`src/rtl/core/qdcs_pkg.sv`:
```
`timescale 1ns / 1ps

package qdcs_pkg;

	localparam int TICK_W  = 31;
	localparam int TPQ_W   = 16;
	localparam int SND_W   = 16;
	localparam int MASK_W  = 16;
	localparam int BPB_W   = 8;
	localparam int GRID_W  = TPQ_W + BPB_W;
	localparam int HOLD_W  = 24;
	localparam int TRIG_W  = 17;
	localparam int REM_CNT_W = 5;

	localparam logic [TICK_W-1:0] TICK_MAX = {TICK_W{1'b1}};

	// configuration register indexes
	localparam logic [2:0] REG_ENABLED       = 3'd0;
	localparam logic [2:0] REG_QUANT_MODE    = 3'd1;
	localparam logic [2:0] REG_BEATS_PER_BAR = 3'd2;
	localparam logic [2:0] REG_TRIGGER_SOUND = 3'd3;
	localparam logic [2:0] REG_MASK_FULL     = 3'd4;
	localparam logic [2:0] REG_MASK_DUCKED   = 3'd5;
	localparam logic [2:0] REG_HOLD_TICKS    = 3'd6;

	// landing grid codes
	localparam logic [1:0] QUANT_NOW  = 2'd0;
	localparam logic [1:0] QUANT_BEAT = 2'd1;
	localparam logic [1:0] QUANT_BAR  = 2'd2;

	localparam logic [BPB_W-1:0] BPB_DEFAULT = 8'd4;

	// item kinds
	localparam logic CMD_FRAME = 1'b0;
	localparam logic CMD_SOUND = 1'b1;

	typedef struct packed {
		logic                      enabled;
		logic [1:0]                quant_mode;
		logic [BPB_W-1:0]          beats_per_bar;
		logic signed [TRIG_W-1:0]  trigger_sound;
		logic [MASK_W-1:0]         mask_full;
		logic [MASK_W-1:0]         mask_ducked;
		logic [HOLD_W-1:0]         hold_ticks;
	} cfg_t;

	typedef enum logic [2:0] {
		ST_IDLE,
		ST_EVAL,
		ST_HOLD,
		ST_GRID,
		ST_MOD,
		ST_LAND,
		ST_DONE
	} state_t;

endpackage

```
`src/rtl/core/qdcs_cfg_regs.sv`:
```
`timescale 1ns / 1ps

module qdcs_cfg_regs (
	input  logic                clk,
	input  logic                arst_n,
	input  logic                wr_en,
	input  logic [2:0]          wr_index,
	input  logic [23:0]         wr_data,
	output qdcs_pkg::cfg_t      cfg
);
	import qdcs_pkg::*;

	cfg_t cfg_q;

	always_ff @(posedge clk or negedge arst_n) begin
		if (!arst_n) begin
			cfg_q.enabled       <= 1'b0;
			cfg_q.quant_mode    <= QUANT_BAR;
			cfg_q.beats_per_bar <= BPB_DEFAULT;
			cfg_q.trigger_sound <= '1;
			cfg_q.mask_full     <= 16'hffff;
			cfg_q.mask_ducked   <= 16'h0003;
			cfg_q.hold_ticks    <= '0;
		end else if (wr_en) begin
			case (wr_index)
				REG_ENABLED:       cfg_q.enabled       <= wr_data[0];
				REG_QUANT_MODE:    cfg_q.quant_mode    <= wr_data[1:0];
				REG_BEATS_PER_BAR: cfg_q.beats_per_bar <= wr_data[BPB_W-1:0];
				REG_TRIGGER_SOUND: cfg_q.trigger_sound <= wr_data[TRIG_W-1:0];
				REG_MASK_FULL:     cfg_q.mask_full     <= wr_data[MASK_W-1:0];
				REG_MASK_DUCKED:   cfg_q.mask_ducked   <= wr_data[MASK_W-1:0];
				REG_HOLD_TICKS:    cfg_q.hold_ticks    <= wr_data[HOLD_W-1:0];
				default: ;
			endcase
		end
	end

	assign cfg = cfg_q;

endmodule

```
`src/rtl/core/qdcs_rem_unit.sv`:
```
`timescale 1ns / 1ps

// restoring remainder, one dividend bit per cycle
module qdcs_rem_unit (
	input  logic                          clk,
	input  logic                          arst_n,
	input  logic                          start,
	input  logic [qdcs_pkg::TICK_W-1:0]   dividend,
	input  logic [qdcs_pkg::GRID_W-1:0]   divisor,
	output logic                          busy,
	output logic                          done,
	output logic [qdcs_pkg::GRID_W-1:0]   rem
);
	import qdcs_pkg::*;

	logic                  busy_q;
	logic                  done_q;
	logic [REM_CNT_W-1:0]  cnt_q;
	logic [TICK_W-1:0]     dvd_q;
	logic [GRID_W-1:0]     div_q;
	logic [GRID_W-1:0]     rem_q;
	logic [GRID_W:0]       trial;
	logic [GRID_W:0]       diff;

	assign trial = {rem_q, dvd_q[TICK_W-1]};
	assign diff  = trial - {1'b0, div_q};

	always_ff @(posedge clk or negedge arst_n) begin
		if (!arst_n) begin
			busy_q <= 1'b0;
			done_q <= 1'b0;
			cnt_q  <= '0;
		end else begin
			done_q <= 1'b0;
			if (start) begin
				busy_q <= 1'b1;
				cnt_q  <= REM_CNT_W'(TICK_W - 1);
			end else if (busy_q) begin
				cnt_q <= cnt_q - 1'b1;
				if (cnt_q == '0) begin
					busy_q <= 1'b0;
					done_q <= 1'b1;
				end
			end
		end
	end

	always_ff @(posedge clk) begin
		if (start) begin
			dvd_q <= dividend;
			div_q <= divisor;
			rem_q <= '0;
		end else if (busy_q) begin
			dvd_q <= {dvd_q[TICK_W-2:0], 1'b0};
			rem_q <= diff[GRID_W] ? trial[GRID_W-1:0] : diff[GRID_W-1:0];
		end
	end

	assign busy = busy_q;
	assign done = done_q;
	assign rem  = rem_q;

endmodule

```
`src/rtl/core/quantised_duck_cue_scheduler.sv`:
```
`timescale 1ns / 1ps

// Ducking cue scheduler. Items come in on the s_axis channel: s_axis_tuser is the
// item kind (frame tick or sound event), s_axis_tdata carries the tick count,
// ticks per quarter and sound number. Every item gives exactly one result on the
// m_axis channel: m_axis_tuser flags a channel mask write, m_axis_tdata carries
// the mask and a snapshot of the scheduler state.
// Registers are written on the cfg channel (cfg_index, cfg_data), which is
// always ready; write only while no item is in flight.
// One item is in work at a time; s_axis_tready is low meanwhile and comes back
// the cycle after the result is registered. An item that schedules nothing goes
// through evaluation (and the hold check for a frame) to the result; an immediate
// cue adds the grid step, and a beat or bar aligned cue adds the modulo and landing
// steps: the landing boundary needs the tick count modulo the grid, found by one
// shared compare/subtract unit that handles one of the 31 tick bits per cycle.
// A finished result sits in the output register until taken; the next item is
// accepted meanwhile, and if its result is ready before the receiver takes the
// old one, the block waits with tready low.
// Reset (arst_n low) restores register defaults and clears all cue state; no
// memory clearing pass is needed.
module quantised_duck_cue_scheduler (
	input  logic          clk,
	input  logic          arst_n,
	input  logic          s_axis_tvalid,
	output logic          s_axis_tready,
	input  logic [63:0]   s_axis_tdata,   // now_tick[30:0], ticks_per_quarter[46:31],
	                                      // sound_number[62:47], zero[63]
	input  logic          s_axis_tuser,   // command
	output logic          m_axis_tvalid,
	input  logic          m_axis_tready,
	output logic [103:0]  m_axis_tdata,   // mask_value[15:0], cue_pending[16],
	                                      // cue_tick[47:17], is_ducked[48],
	                                      // hold_remaining[80:49], last_sound[97:81],
	                                      // zero[103:98]
	output logic          m_axis_tuser,   // mask_write
	input  logic          cfg_valid,
	output logic          cfg_ready,
	input  logic [2:0]    cfg_index,
	input  logic [23:0]   cfg_data
);
	import qdcs_pkg::*;

	cfg_t cfg;

	state_t state_q, state_d;

	logic                     cmd_q;
	logic [TICK_W-1:0]        now_q;
	logic [TPQ_W-1:0]         tpq_q;
	logic [SND_W-1:0]         snd_q;

	logic                     pend_q;
	logic [TICK_W-1:0]        land_q;
	logic [MASK_W-1:0]        cue_mask_q;
	logic                     ducked_q;
	logic signed [31:0]       hold_q;
	logic signed [TRIG_W-1:0] last_snd_q;
	logic                     prev_vld_q;
	logic [TICK_W-1:0]        prev_q;

	logic [TICK_W-1:0]        delta_q;
	logic                     wrote_q;
	logic [MASK_W-1:0]        wval_q;
	logic [MASK_W-1:0]        sched_mask_q;
	logic [GRID_W-1:0]        grid_q;

	logic                     out_vld_q;
	logic                     out_wr_q;
	logic [97:0]              out_data_q;

	logic                     in_acc;
	logic                     out_load;
	logic                     trig_match;
	logic [TICK_W:0]          tick_diff;
	logic                     do_fire;
	logic [32:0]              hold_diff;
	logic signed [31:0]       hold_sat;
	logic                     hold_active;
	logic [BPB_W-1:0]         beats;
	logic [GRID_W-1:0]        grid_prod;
	logic                     grid_skip;
	logic [TICK_W+1:0]        land_sum;
	logic                     rem_start;
	logic                     rem_busy;
	logic                     rem_done;
	logic [GRID_W-1:0]        rem_val;

	assign cfg_ready = 1'b1;

	qdcs_cfg_regs u_cfg (
		.clk      (clk),
		.arst_n   (arst_n),
		.wr_en    (cfg_valid & cfg_ready),
		.wr_index (cfg_index),
		.wr_data  (cfg_data),
		.cfg      (cfg)
	);

	qdcs_rem_unit u_rem (
		.clk      (clk),
		.arst_n   (arst_n),
		.start    (rem_start),
		.dividend (now_q),
		.divisor  (grid_prod),
		.busy     (rem_busy),
		.done     (rem_done),
		.rem      (rem_val)
	);

	// datapath terms
	assign trig_match  = cfg.trigger_sound[TRIG_W-1] ||
	                     ({1'b0, snd_q} == cfg.trigger_sound);
	assign tick_diff   = {1'b0, now_q} - {1'b0, prev_q};
	assign do_fire     = pend_q && ((prev_vld_q && tick_diff[TICK_W]) || (now_q >= land_q));
	assign hold_diff   = {hold_q[31], hold_q} - {2'b00, delta_q};
	assign hold_sat    = (hold_diff[32] && !hold_diff[31]) ? {1'b1, 31'd0} : hold_diff[31:0];
	assign hold_active = ducked_q && !pend_q && (cfg.hold_ticks != '0);
	assign beats       = (cfg.quant_mode != QUANT_BAR) ? BPB_W'(1) :
	                     (cfg.beats_per_bar == '0) ? BPB_DEFAULT : cfg.beats_per_bar;
	assign grid_prod   = GRID_W'(tpq_q) * GRID_W'(beats);
	assign grid_skip   = (cfg.quant_mode == QUANT_NOW) || (tpq_q == '0);
	assign land_sum    = {2'b00, now_q} + {{(TICK_W+2-GRID_W){1'b0}}, grid_q - rem_val};

	assign in_acc   = s_axis_tvalid && s_axis_tready;
	assign out_load = (state_q == ST_DONE) && (!out_vld_q || m_axis_tready);

	always_ff @(posedge clk or negedge arst_n) begin
		if (!arst_n) begin
			state_q <= ST_IDLE;
		end else begin
			state_q <= state_d;
		end
	end

	always_comb begin
		state_d       = state_q;
		s_axis_tready = 1'b0;
		rem_start     = 1'b0;
		case (state_q)
			ST_IDLE: begin
				s_axis_tready = 1'b1;
				if (s_axis_tvalid) state_d = ST_EVAL;
			end
			ST_EVAL: begin
				if (cmd_q == CMD_SOUND) begin
					if (cfg.enabled && trig_match && !ducked_q) state_d = ST_GRID;
					else state_d = ST_DONE;
				end else begin
					state_d = cfg.enabled ? ST_HOLD : ST_DONE;
				end
			end
			ST_HOLD: begin
				if (hold_active && (hold_sat[31] || hold_sat == '0)) state_d = ST_GRID;
				else state_d = ST_DONE;
			end
			ST_GRID: begin
				if (grid_skip) begin
					state_d = ST_DONE;
				end else begin
					rem_start = 1'b1;
					state_d   = ST_MOD;
				end
			end
			ST_MOD: begin
				if (rem_done) state_d = ST_LAND;
			end
			ST_LAND: state_d = ST_DONE;
			ST_DONE: begin
				if (!out_vld_q || m_axis_tready) state_d = ST_IDLE;
			end
			default: state_d = ST_IDLE;
		endcase
	end

	// input capture and scratch registers
	always_ff @(posedge clk) begin
		if (in_acc) begin
			cmd_q <= s_axis_tuser;
			now_q <= s_axis_tdata[30:0];
			tpq_q <= s_axis_tdata[46:31];
			snd_q <= s_axis_tdata[62:47];
		end
		if (state_q == ST_EVAL) begin
			delta_q      <= (prev_vld_q && !tick_diff[TICK_W]) ? tick_diff[TICK_W-1:0] : '0;
			sched_mask_q <= (cmd_q == CMD_SOUND) ? cfg.mask_ducked : cfg.mask_full;
		end
		if (state_q == ST_GRID) grid_q <= grid_prod;
	end

	// scheduler state
	always_ff @(posedge clk or negedge arst_n) begin
		if (!arst_n) begin
			pend_q     <= 1'b0;
			land_q     <= '0;
			cue_mask_q <= '0;
			ducked_q   <= 1'b0;
			hold_q     <= '0;
			last_snd_q <= '1;
			prev_vld_q <= 1'b0;
			prev_q     <= '0;
			wrote_q    <= 1'b0;
			wval_q     <= '0;
		end else begin
			case (state_q)
				ST_IDLE: begin
					if (s_axis_tvalid) begin
						wrote_q <= 1'b0;
						wval_q  <= '0;
					end
				end
				ST_EVAL: begin
					if (cmd_q == CMD_SOUND) begin
						if (cfg.enabled) begin
							last_snd_q <= {1'b0, snd_q};
							if (trig_match && ducked_q)
								hold_q <= {8'd0, cfg.hold_ticks};
						end
					end else if (!cfg.enabled) begin
						prev_vld_q <= 1'b0;
					end else begin
						prev_vld_q <= 1'b1;
						prev_q     <= now_q;
						if (do_fire) begin
							ducked_q <= (cue_mask_q != cfg.mask_full);
							if (cue_mask_q != cfg.mask_full)
								hold_q <= {8'd0, cfg.hold_ticks};
							pend_q  <= 1'b0;
							wrote_q <= 1'b1;
							wval_q  <= cue_mask_q;
						end
					end
				end
				ST_HOLD: begin
					if (hold_active) hold_q <= hold_sat;
				end
				ST_GRID: begin
					if (grid_skip) begin
						land_q     <= now_q;
						pend_q     <= 1'b1;
						cue_mask_q <= sched_mask_q;
					end
				end
				ST_LAND: begin
					land_q     <= (land_sum > {2'b00, TICK_MAX}) ? TICK_MAX : land_sum[TICK_W-1:0];
					pend_q     <= 1'b1;
					cue_mask_q <= sched_mask_q;
				end
				default: ;
			endcase
		end
	end

	// output register
	always_ff @(posedge clk or negedge arst_n) begin
		if (!arst_n) begin
			out_vld_q <= 1'b0;
		end else if (out_load) begin
			out_vld_q <= 1'b1;
		end else if (m_axis_tready) begin
			out_vld_q <= 1'b0;
		end
	end

	always_ff @(posedge clk) begin
		if (out_load) begin
			out_wr_q   <= wrote_q;
			out_data_q <= {last_snd_q, hold_q, ducked_q, land_q, pend_q, wval_q};
		end
	end

	assign m_axis_tvalid = out_vld_q;
	assign m_axis_tuser  = out_wr_q;
	assign m_axis_tdata  = {6'd0, out_data_q};

`ifndef SYNTHESIS
	a_rem_busy_in_mod: assert property (@(posedge clk) disable iff (!arst_n)
		rem_busy |-> (state_q == ST_MOD))
		else $error("remainder unit busy outside modulo phase");

	a_rem_below_grid: assert property (@(posedge clk) disable iff (!arst_n)
		rem_done |-> (rem_val < grid_q))
		else $error("remainder not below grid");

	a_accept_starts: assert property (@(posedge clk) disable iff (!arst_n)
		in_acc |=> (state_q == ST_EVAL))
		else $error("accepted item not evaluated");

	a_no_write_zero: assert property (@(posedge clk) disable iff (!arst_n)
		(m_axis_tvalid && !m_axis_tuser) |-> (m_axis_tdata[15:0] == '0))
		else $error("mask value set without mask write");

	a_land_after_now: assert property (@(posedge clk) disable iff (!arst_n)
		(state_q == ST_LAND) |=> (land_q > now_q || land_q == TICK_MAX))
		else $error("quantised cue does not land after now");
`endif

endmodule
```
`config.mk`:
```
export PLATFORM = sky130hd
export DESIGN_NAME = quantised_duck_cue_scheduler
export DESIGN_NICKNAME = d
export VERILOG_FILES = /design/src/rtl/core/qdcs_pkg.sv /design/src/rtl/core/qdcs_cfg_regs.sv /design/src/rtl/core/qdcs_rem_unit.sv /design/src/rtl/core/quantised_duck_cue_scheduler.sv
export SDC_FILE = /design/constraint.sdc
export NUM_CORES = 1
export LEC_CHECK = 0
export BUFFER_PORTS_ARGS = -buffer_cell sky130_fd_sc_hd__buf_2
export CORE_ASPECT_RATIO = 1.75
export CORE_MARGIN = 1
export CORE_UTILIZATION = 32
export DETAILED_ROUTE_END_ITERATION = 7
export SYNTH_ARGS = -nofsm -noshare
export SYNTH_HDL_FRONTEND = slang
export SYNTH_HIERARCHICAL = 1
export SYNTH_SLANG_ARGS = --single-unit
```
`constraint.sdc`:
```
create_clock -name clk -period 27.2 [get_ports clk]
set_clock_uncertainty 0.15 [all_clocks]
set_input_delay 5.44 -clock clk [delete_from_list [all_inputs] [get_ports clk]]
set_output_delay 5.44 -clock clk [all_outputs]
set_load 0.03 [all_outputs]
```
# After elaboration in Yosys (flattened, before gate mapping)
# Index checks and enable logic that the tools add are counted.
# classes
n_bitwise	1
n_mux	58
n_reduce_logical	52
n_eq_ne	26
n_addsub	6
n_lt_le_gt_ge	2
multipliers	1
# op_table
op	n
$mux 32	8
$mux 31	4
$mux 16	6
$pmux 16 s2	2
$pmux 32 s2	1
$pmux 31 s2	1
$sub 32x32->33	1
$add 31x24->32	1
$gt 32x31->1 const B	1
$logic_not 32->1	1
$sub 31x31->32	1
$ge 31x31->1	1
$sub 25x24->25	1
$mul 16x8->24	1
$mux 24	1
$reduce_bool 24->1	1
$sub 24x24->24	1
$mux 3	7
$pmux 3 s7	1
$mux 1	20
$eq 3x3->1 const B	6
$reduce_and 2->1	9
$eq 16x17->1	1
$logic_not 16->1	1
27 further kinds	68
# word_totals
regBits	555
in_bits	97
output_inout_bits	108
wordCells	180

# Logic depth before layout (Yosys ltp)
# Gate-level depths: netlist of run 1.
# depth
depth_word	9
mapped_depth	23
mapped_depth_nobuf	23

# Modules after synthesis
# The synthesis of run 1 kept the hierarchy.
# by_module_without_submodules
module	instances	seq_area_each_um2	area_per_inst_um2	cells_each
quantised_duck_cue_scheduler	1	10826.6	25400.6	2443
qdcs_rem_unit	1	2307.2	4677.0	404
qdcs_cfg_regs	1	2148.3	3244.4	183

# Worst setup path after synthesis of run 1
# OpenSTA, ideal clock, no wires.
# synth_timing
path_type	input -> register
from	in m_axis_tready
to	reg out_wr_q, in the netlist m_axis_tuser, enable pin
path_buffers	0
path_slack_ns	13.600
stages	2
setup_ns	0.699
arrival_time_ns	12.751
required_ns	26.351
cell_sequence	nand2b_1 -> nor3b_1
# synth_between
elab_chain_cells	2
# synth_rtl
item	line	text
start: declaration	quantised_duck_cue_scheduler.sv:30	input logic m_axis_tready,
$logic_or 1x1->1	quantised_duck_cue_scheduler.sv:125	assign out_load = (state_q == ST_DONE) && (!out_vld_q || m_axis_tready);
$logic_and 1x1->1	quantised_duck_cue_scheduler.sv:125	
net out_load	quantised_duck_cue_scheduler.sv:72	logic out_load;
end signal: assignment	quantised_duck_cue_scheduler.sv:266	out_wr_q <= wrote_q;
end: declaration	quantised_duck_cue_scheduler.sv:68	logic out_wr_q;
# The timed path passes the listed nets, and every way through them passes these cells.
# A chain may end at the register's enable or synchronous reset.

# Worst setup path in the final report of run 1
# layout_timing
from	reg state_q[2]
to	out s_axis_tready
# layout_between
elab_chain_cells	2
# layout_rtl
item	line	text
start: declaration	quantised_duck_cue_scheduler.sv:45	state_t state_q, state_d;
start signal: assignment	quantised_duck_cue_scheduler.sv:131	state_q <= state_d;
$logic_not 3->1	quantised_duck_cue_scheduler.sv:139	case (state_q)
$mux 1	quantised_duck_cue_scheduler.sv:139	
end: declaration	quantised_duck_cue_scheduler.sv:25	output logic s_axis_tready,
# Every way passes these cells.

==> impl_metrics.toml, run 1 <==
[grt]
grt_pass1_vias = 24279
top_usage_layer = "met2"
grt_max_degree = 141
overflow = 0
grt_util_all_layers = 0.172
use_met3 = 0.0195
grt_util_met2 = 0.335
grt_pass1_wl_mm = 139
antenna_found_initial = 8
met1_usage = 0.184

[finish]
fin_area_um2 = 37500
fillers = 10194
multiInputGateArea_um2 = 16400
area_growth_pct = 12.6
layout-drive-gt1-share = 0.184
nets = 3604
regArea_um2 = 15300
final_cells = 4599

[power]
pwr-share-seq = 0.322
p_per_area_nw_per_um2 = 115
p_leak_nw = 16.4
p_clk_frac = 0.182
p_sw_mw = 1.81
ir_drop_mv = 0.0778
switching_share = 0.418
power_frac_comb = 0.497
p_int_mw = 2.52

[logic_synthesis]
yosys-top-cells-count = "inv_1 (320), edfxtp_1 (289), ha_1 (213), nand2_1 (194), dfrtp_1 (188)"
netlist.area_leader.share = 0.260
syn_inst = 3030
synth_area_per_cell_um2 = 11.0
synthTopCellsByArea = "edfxtp_1 (26%), dfrtp_1 (14%), ha_1 (8.0%)"
synth_edf_count = 289
async_flop_share = 0.436
synth_area_um2 = 33300
synth_top_area_cell = "edfxtp_1"
synth_flop_cell = "edfxtp_1"
ys_ff_latch = 555
ys_warn_count = 6
yosysMostFrequentCell = "inv_1"
seq_area_frac_synth = 0.459
synthDistinctLibCells = 116

[run_status]
status = "finished, final reports clean"

[sta]
hold_violations = 0
setup_ws_ns = 19.56
period_needed_ns = 7.64
fin_crit_sh = 0.281
tightest_slew_ns = 1.16
grt_setup_unrepaired = "false"
finalSetupViolCount = 0
max_clock_freq_ghz = 0.131
slew_viol_final = 0
tns_ns = 0
relSlewSlack = 0.222

[routing]
wirelength_mm = 89.6
ant_nets = 0
dr.pass1.iters = 5
drc_errors = 0
num_vias = 23266
via_per_inst = 5.06
wire_per_inst_um = 19.5
drtIter0Drc = 1010

[placement]
placed_area_um2 = 35700
hpwl_mm = 69.1
placed_cells = 4491
dpl_worst_slack_ns = 19.71
io_buffers = 196
gp_congestion = 0.876

[hold_path]
hold_path_class = "flop to flop"

[floorplan]
die_h_um = 429
die_x_um = 246
core_area_um2 = 103000
die_area_um2 = 105000
rows = 156
ios = 205
initial_utilization = 0.323

[clock_tree]
cts_tree = "built"
hold_buffers = 0
clock-sinks = 555
post_cts_buffers = 0
root_buffer = "clkbuf_16"
clk_pin_slew_ns = 0.07
cts_buffers = 55
clk_latency_ns = 0.66
clock_path_buffers = 3
cts-resized-gates = 0
htreeDepth = 2

[setup_path]
end_kind = "output port"
path_cells = "nor3_1, buf_2"
critPathSlowestCell = "dfrtp_1"
required_ns = 21.61
start_kind = "flop"
critPathKind = "flop to output port"
crit_path_max_fanout = 13
crit_buf_inv = 1
critPathTopFamily = "flip-flops"
crit_arrival_ns = 2.05
max_stage_delay_ns = 0.56

[flow_run]
cap_violations = 0
## through the flow
step	util	hold WS [ns]	power, mW
after floorplan	-	0.275	3.01
after global placement	0.346	0.279	3.54
after detailed placement	0.346	0.284	3.58
after CTS	0.363	0.299	4.39
after global routing	0.363	0.309	4.67
final	0.363	0.299	4.33
## layout by cell type, fill, tap and decap left out, types with 17 or more instances in the layout
| cell type | instances |
|---|---|
| inv_1 | 319 |
| edfxtp_1 | 289 |
| ha_1 | 213 |
| buf_2 | 195 |
| nand2_1 | 194 |
| dfrtp_1 | 188 |
| mux2_2 | 160 |
| a21oi_1 | 151 |
| nor2_1 | 140 |
| o21ai_0 | 135 |
| and3_1 | 96 |
| fa_1 | 89 |
| xnor2_1 | 74 |
| a21o_1 | 73 |
| xor2_1 | 73 |
| nor3_1 | 60 |
| clkbuf_16 | 55 |
| dfstp_2 | 54 |
| nand3_1 | 52 |
| and2_1 | 43 |
| a211oi_1 | 41 |
| nor4_1 | 28 |
| o21a_1 | 26 |
| nand2b_1 | 26 |
| mux2i_1 | 26 |
| o22ai_1 | 26 |
| dfxtp_1 | 24 |
| o211ai_1 | 22 |
| nor2b_1 | 20 |
| buf_4 | 20 |
| a31oi_1 | 17 |
## layout make-up
cell class	instances	area share
Tap cell	1343	0.0448
Inverter	320	0.0320
Clock inverter	33	0.00957
Clock buffer	70	0.0395
Timing Repair Buffer	217	0.0309
Antenna cell	5	0.000333
Sequential cell	555	0.407
Multi-Input combinational cell	2056	0.436
## logic make-up (layout without fill, tap and decap cells)
| logic type | after synthesis | count (layout) | synth area share |
|---|---|---|---|
| buffers and inverters | 424 | 640 | 0.0523 |
| DFF | 555 | 555 | 0.459 |
| adders and majority gates | 302 | 302 | 0.133 |
| muxes | 198 | 198 | 0.0667 |
| other | 2 | 12 | 0.000225 |
| AOI/OAI and AO/OA | 656 | 656 | 0.134 |
| xor gates and xnor gates | 148 | 148 | 0.0395 |
| and+or+nand+nor | 745 | 745 | 0.115 |
## power by group through the flow
stage / Combinational, mW / Sequential (mW) / Clock [mW]
2_1_floorplan: 1.63 / 1.38 / 0
4_1_cts: 2.18 / 1.40 / 0.813
3_3_place_gp: 2.14 / 1.41 / 0
3_5_place_dp: 2.16 / 1.41 / 0
6_report: 2.15 / 1.39 / 0.788
5_1_grt: 2.41 / 1.42 / 0.841
## registers in the layout (all words and copies together) (netlist names), 31 cells and up
name / flops
delta_q: 31
hold_q: 32
land_q: 31
now_q: 31
out_data_q: 98
prev_q: 31
u_cfg/cfg: 84
u_rem/dvd_q: 31
## routing by layer
metal,part of all wire,routed length (um),vias up
met5,0.00069,62,-
met4,0.036,3200,10
met3,0.032,2910,156
met2,0.55,49600,397
met1,0.38,33900,11527
li1,-,-,11176
## path summary, 6_finish.rpt
kind | to | slack (ns) | from | cells past startpoint
max | s_axis_tready | 19.56 | state_q[2]$_DFFE_PN0P_ | 2
min | cue_mask_q[5]$_DFFE_PN0P_ | 0.30 | sched_mask_q[5]$_DFFE_PP_ | 2
max reg2reg | grid_q[22]$_DFFE_PN_ | 19.90 | u_cfg/cfg[77]$_DFFE_PN0P_ | 18
min reg2reg | cue_mask_q[5]$_DFFE_PN0P_ | 0.30 | sched_mask_q[5]$_DFFE_PP_ | 2
max in group asynchronous | land_q[23]$_DFFE_PN0P_ | 20.85 | arst_n | 2
min in group asynchronous | cue_mask_q[12]$_DFFE_PN0P_ | 4.70 | arst_n | 1
## tightest hold or removal path: cells and delay by family, from the launching register on
kind | cells | cell delay (ns)
AO/OA/AOI/OAI | 1 | 0.06
flip-flops | 1 | 0.32
AND/OR/NAND/NOR | 1 | 0.04
Note: power is estimated with default switching activity, not from simulation.
==> run 2, diff against run 1 <==
==> constraint.sdc (replaced) <==
create_clock -name clk -period 7.6 [get_ports clk]
set_clock_uncertainty 0.15 [all_clocks]
set_input_delay 1.52 -clock clk [delete_from_list [all_inputs] [get_ports clk]]
set_output_delay 1.52 -clock clk [all_outputs]
set_load 0.03 [all_outputs]
==> run 2 against run 1 <==
First-iteration DRC count is 11% higher. Routed wire length is 0.47% higher. Non-clock buffer count stayed put. Core utilization hardly changed. Critical endpoint is now u_rem/div_q[22]$_DFFE_PP_. Combinational power grew to 3.6 times the previous value. Clock power grew to 3.6 times the previous value. Flip-flop and latch count stayed put. Cell area hardly changed. Worst setup slack worse by 19 ns. Power grew to 3.6 times the previous value. Count of clock-buffer cells in the layout is 8 higher. Critical path depth is 17 higher.
==> impl_metrics.toml, run 2 (synthesis results as in run 1) <==
[finish]
largest_reg_flops = 98
final_cell_mix = "inv_1 (319), edfxtp_1 (289), ha_1 (213)"
final_cells = 4593
utilization = 0.364
largest-register = "out_data_q"
fin_area_um2 = 37500
layout-drive-gt1-share = 0.184
nets = 3603
area_growth_pct = 12.7
final_common_cell = "inv_1"
diodes = 0

[sta]
setup_ws_ns = 0.626
hold_ws_ns = 0.289
tightest_slew_ns = 1.14
period_needed_ns = 6.97
tns_ns = 0
finalSetupViolCount = 0
slew_viol_final = 0
max_clock_freq_ghz = 0.143
grt_setup_unrepaired = "false"
fin_crit_sh = 0.918
relSlewSlack = 0.240
hold_violations = 0

[clock_tree]
post_cts_buffers = 0
cts-resized-gates = 0
clock_path_buffers = 3
cts_buffers = 54
clk_latency_ns = 0.65
clock-sinks = 555
root_buffer = "clkbuf_16"
cts_tree = "built"
hold_buffers = 0
htreeDepth = 2
clk_pin_slew_ns = 0.07

[routing]
via_per_inst = 5.07
drtIter0Drc = 1118
drc_errors = 0
ant_nets = 0
dr.pass1.iters = 6
wirelength_mm = 90.0
wire_per_inst_um = 19.6
num_vias = 23290

[grt]
grt_util_all_layers = 0.172
grt_pass1_vias = 24223
antenna_found_initial = 2
grt_max_degree = 90
overflow = 0
grt_pass1_wl_mm = 139

[setup_path]
path_cells = "or4_1, nor4_1, o21a_1, and2_1, fa_1, fa_1, fa_1, inv_1, fa_1, inv_1, ha_1, a21oi_1, o21ai_1, a211oi_1, a2111oi_0, a221o_1, a211o_1, a21oi_1, xnor2_1"
critPathSlowestCell = "or4_1"
crit_path_max_fanout = 16
required_ns = 7.85
end_kind = "flop"
critPathKind = "flop to flop"
path_common_cell = "fa_1"
max_stage_delay_ns = 0.59
start_kind = "flop"
crit_arrival_ns = 7.22

[floorplan]
die_area_um2 = 105000
die_h_um = 429
initial_utilization = 0.323
die_x_um = 246
core_area_um2 = 103000
rows = 156
ios = 205

[placement]
hpwl_mm = 69.5
dpl_worst_slack_ns = 0.604
io_buffers = 196
placed_cells = 4491
placed_area_um2 = 35700
gp_congestion = 0.901

[hold_path]
hold_path_class = "flop to flop"

[power]
total_power_mw = 15.5
p_per_area_nw_per_um2 = 413
ir_drop_mv = 0.194
p_leak_nw = 16.4

[run_status]
status = "finished, final reports clean"

[flow_run]
cap_violations = 0
## run 2: worst max-delay path, delay by kind of cell, from the launching register on
family	cells	cell delay [ns]
buf+inv	2	0.09
simple gates	3	1.03
fa+ha+maj	5	2.33
xor+xnor	1	0.10
compound gates	8	2.45
flops	1	0.57
## run 2: layer usage
metal | vias up | part of all wire | global-route usage
met1 | 11502 | 0.38 | 0.185
met2 | 455 | 0.54 | 0.329
met4 | 0 | 0.045 | 0.0777
li1 | 11162 | - | -
met3 | 171 | 0.033 | 0.0202
met5 | - | 0 | 0
## run 2: final timing paths
path	from	endpoint	slack [ns]	cells after the start
max	u_cfg/cfg[77]$_DFFE_PN0P_	u_rem/div_q[22]$_DFFE_PP_	0.63	19
min	wval_q[6]$_DFFE_PN0P_	out_data_q[6]$_DFFE_PP_	0.29	0
max reg2reg	u_cfg/cfg[77]$_DFFE_PN0P_	u_rem/div_q[22]$_DFFE_PP_	0.63	19
min reg2reg	wval_q[6]$_DFFE_PN0P_	out_data_q[6]$_DFFE_PP_	0.29	0
max in group asynchronous	arst_n	hold_q[26]$_DFFE_PN0P_	5.11	2
min in group asynchronous	arst_n	u_cfg/cfg[32]$_DFFE_PN0P_	0.72	1
## run 2: power by group
part | switching (mW) | leakage (nW) | internal [mW]
clock network | 1.25 | 0.906 | 1.59
logic | 4.52 | 9.69 | 3.16
registers | 0.684 | 5.82 | 4.29
## run 2: layout make-up
cell class | instances | area, um^2
Fill cell | 10192 | 65700
Clock buffer | 78 | 1530
Clock inverter | 24 | 324
Multi-Input combinational cell | 2056 | 16400
Inverter | 320 | 1200
Timing Repair Buffer | 217 | 1160
Tap cell | 1343 | 1680
Sequential cell | 555 | 15300
==> run 3, diff against run 2 <==
--- a/config.mk
+++ b/config.mk
@@ -7,9 +7,10 @@
 export LEC_CHECK = 0
 export BUFFER_PORTS_ARGS = -buffer_cell sky130_fd_sc_hd__buf_2
 export CORE_ASPECT_RATIO = 1.75
-export CORE_MARGIN = 1
-export CORE_UTILIZATION = 32
+export CORE_MARGIN = 4
+export CORE_UTILIZATION = 30
 export DETAILED_ROUTE_END_ITERATION = 7
+export MAX_ROUTING_LAYER = met4
 export SYNTH_ARGS = -nofsm -noshare
 export SYNTH_HDL_FRONTEND = slang
 export SYNTH_HIERARCHICAL = 1
==> run 3 against run 2 <==
Register-to-register slack gained 0.21 ns. Cell area up 1.2%. Via count up 1.2%. Fmax rose by 3.1%. Combinational power rose by 1%. Sequential share of layout area fell by 0.48 points. Clock power rose by 7.4%. Critical endpoint unchanged. Power grew 1.9%. Routed wire length increased by 1.9%. First-iteration DRC count grew 2.0%. Count of clock-buffer cells in the layout down 10. Worst setup slack gained 0.21 ns.
==> impl_metrics.toml, run 3 (synthesis results as in run 1) <==
[finish]
largest-register = "out_data_q"
final_cell_mix = "inv_1 (319), edfxtp_1 (289), ha_1 (213)"
area_growth_pct = 14.0
nets = 3612
final_common_cell = "inv_1"
layout-drive-gt1-share = 0.189
largest_reg_flops = 98
fin_area_um2 = 38000

[floorplan]
initial_utilization = 0.302
die_x_um = 260
rows = 161
core_area_um2 = 110000
die_area_um2 = 117000
ios = 205
die_h_um = 449

[setup_path]
critPathTopFamily = "adder cells"
crit_path_max_fanout = 14
critPathKind = "flop to flop"
start_kind = "flop"
worstReg2RegEnd = "u_rem/div_q[22]$_DFFE_PP_"
crit_arrival_ns = 7.03
r2r_slack_ns = 0.84
crit_end = "u_rem/div_q[22]$_DFFE_PP_"
required_ns = 7.87
critPathSlowestCell = "or4_1"
max_stage_delay_ns = 0.58
path_common_cell = "fa_1"
critPathLaunch = "u_cfg/cfg[78]$_DFFE_PN0P_"
timing.rr.start = "u_cfg/cfg[78]$_DFFE_PN0P_"
path_cells = "or4_1, nor4_1, o21a_1, buf_4, and2_1, fa_1, fa_1, fa_1, inv_1, fa_1, inv_1, ha_1, a21oi_1, o21ai_1, a211oi_1, a2111oi_0, a221o_1, a211o_1, a21oi_1, xnor2_1"
crit_buf_inv = 3
cp_num_cells = 20
end_kind = "flop"
ff2ff_path_depth = 20

[power]
p_clk_frac = 0.193
power_frac_comb = 0.493
pwr-share-seq = 0.314
p_int_mw = 9.27
switching_share = 0.413
ir_drop_mv = 0.195
p_leak_nw = 16.5
p_sw_mw = 6.53
p_per_area_nw_per_um2 = 416

[clock_tree]
post_cts_buffers = 0
htreeDepth = 2
clk_latency_ns = 0.66
clk_pin_slew_ns = 0.07
hold_buffers = 0
root_buffer = "clkbuf_16"
cts-resized-gates = 0
clock-sinks = 555
clock_path_buffers = 3
cts_tree = "built"
cts_buffers = 54

[sta]
period_needed_ns = 6.76
max_clock_freq_ghz = 0.148
tns_ns = 0
relSlewSlack = 0.220
setup_ws_ns = 0.838
tightest_slew_ns = 1.17
fin_crit_sh = 0.890
slew_viol_final = 0
finalSetupViolCount = 0
grt_setup_unrepaired = "false"
hold_violations = 0

[routing]
dr.pass1.iters = 5
num_vias = 23574
drtIter0Drc = 1140
ant_nets = 0
drc_errors = 0
wl_met2_mm = 50.0
routed.top_layer = "met4"
wire_per_inst_um = 19.4
wirelength_mm = 91.7
wl_met3_mm = 3.87
via_per_inst = 4.97
met1_length_mm = 33.8

[grt]
grt_max_degree = 111
grt_pass1_vias = 24548
overflow = 0
antenna_found_initial = 16
grt_util_all_layers = 0.160
grt_pass1_wl_mm = 142

[placement]
gp_congestion = 0.912
hpwl_mm = 70.6
io_buffers = 196
dpl_worst_slack_ns = 0.866
placed_area_um2 = 35900

[run_status]
status = "finished, final reports clean"

[hold_path]
hold_start = "wval_q[12]$_DFFE_PN0P_"
hold_path_class = "flop to flop"

[flow_run]
cap_violations = 0
run 3: cell count changes in the layout (fill, tap and decap cells not counted), moves of 2 or more:
| cell | previous run | this run |
|---|---|---|
| clkinv_1 | 1 | 4 |
| bufinv_16 | 5 | 11 |
| clkbuf_1 | 16 | 6 |
| clkinv_4 | 3 | 5 |
| clkinvlp_4 | 1 | 3 |
| buf_4 | 20 | 29 |
| inv_4 | 2 | 0 |
| diode_2 | 0 | 15 |
run 3: how the worst min path moves through the flow:
stage | end | slack (ns) | depth (start not counted)
finish | out_data_q[12]$_DFFE_PP_ | 0.30 | 0
CTS | out_data_q[10]$_DFFE_PP_ | 0.30 | 0
floorplan | out_data_q[0]$_DFFE_PP_ | 0.27 | 0
global route | out_data_q[10]$_DFFE_PP_ | 0.31 | 0
global placement | out_data_q[12]$_DFFE_PP_ | 0.28 | 0
detailed placement | out_data_q[10]$_DFFE_PP_ | 0.29 | 0
run 3: power by group through the flow:
stage / clock [mW] / sequential [mW] / combinational [mW]
final: 3.05 / 4.96 / 7.78
after global routing: 3.25 / 5.05 / 8.72
after CTS: 3.15 / 4.97 / 7.84
after detailed placement: 0 / 5.03 / 7.79
after global placement: 0 / 5.01 / 7.69
after floorplan: 0 / 4.92 / 5.83
run 3: per-stage QoR:
| stage | hold slack, ns | std cells | util | power (mW) |
|---|---|---|---|---|
| floorplan | 0.275 | 3035 | - | 10.8 |
| global placement | 0.280 | 4624 | 0.326 | 12.7 |
| detailed placement | 0.286 | 4624 | 0.326 | 12.8 |
| CTS | 0.302 | 4726 | 0.344 | 16.0 |
| global route | 0.311 | 4739 | 0.345 | 17.0 |
| finish | 0.300 | 4741 | 0.345 | 15.8 |
run 3: cell type report:
| type | instances | area [um^2] |
|---|---|---|
| Inverter | 320 | 1200 |
| Clock buffer | 68 | 1510 |
| Clock inverter | 34 | 532 |
| Sequential cell | 555 | 15300 |
| Multi-Input combinational cell | 2056 | 16400 |
| Antenna cell | 15 | 37.5 |
| Fill cell | 11055 | 72200 |
| Tap cell | 1467 | 1840 |
| Timing Repair Buffer | 226 | 1230 |
run 3: metal layers:
metal / track usage / vias up
li1: - / 11222
met1: 0.164 / 11677
met2: 0.300 / 481
met3: 0.0243 / 194
met4: 0.0651 / 0
met5: - / -
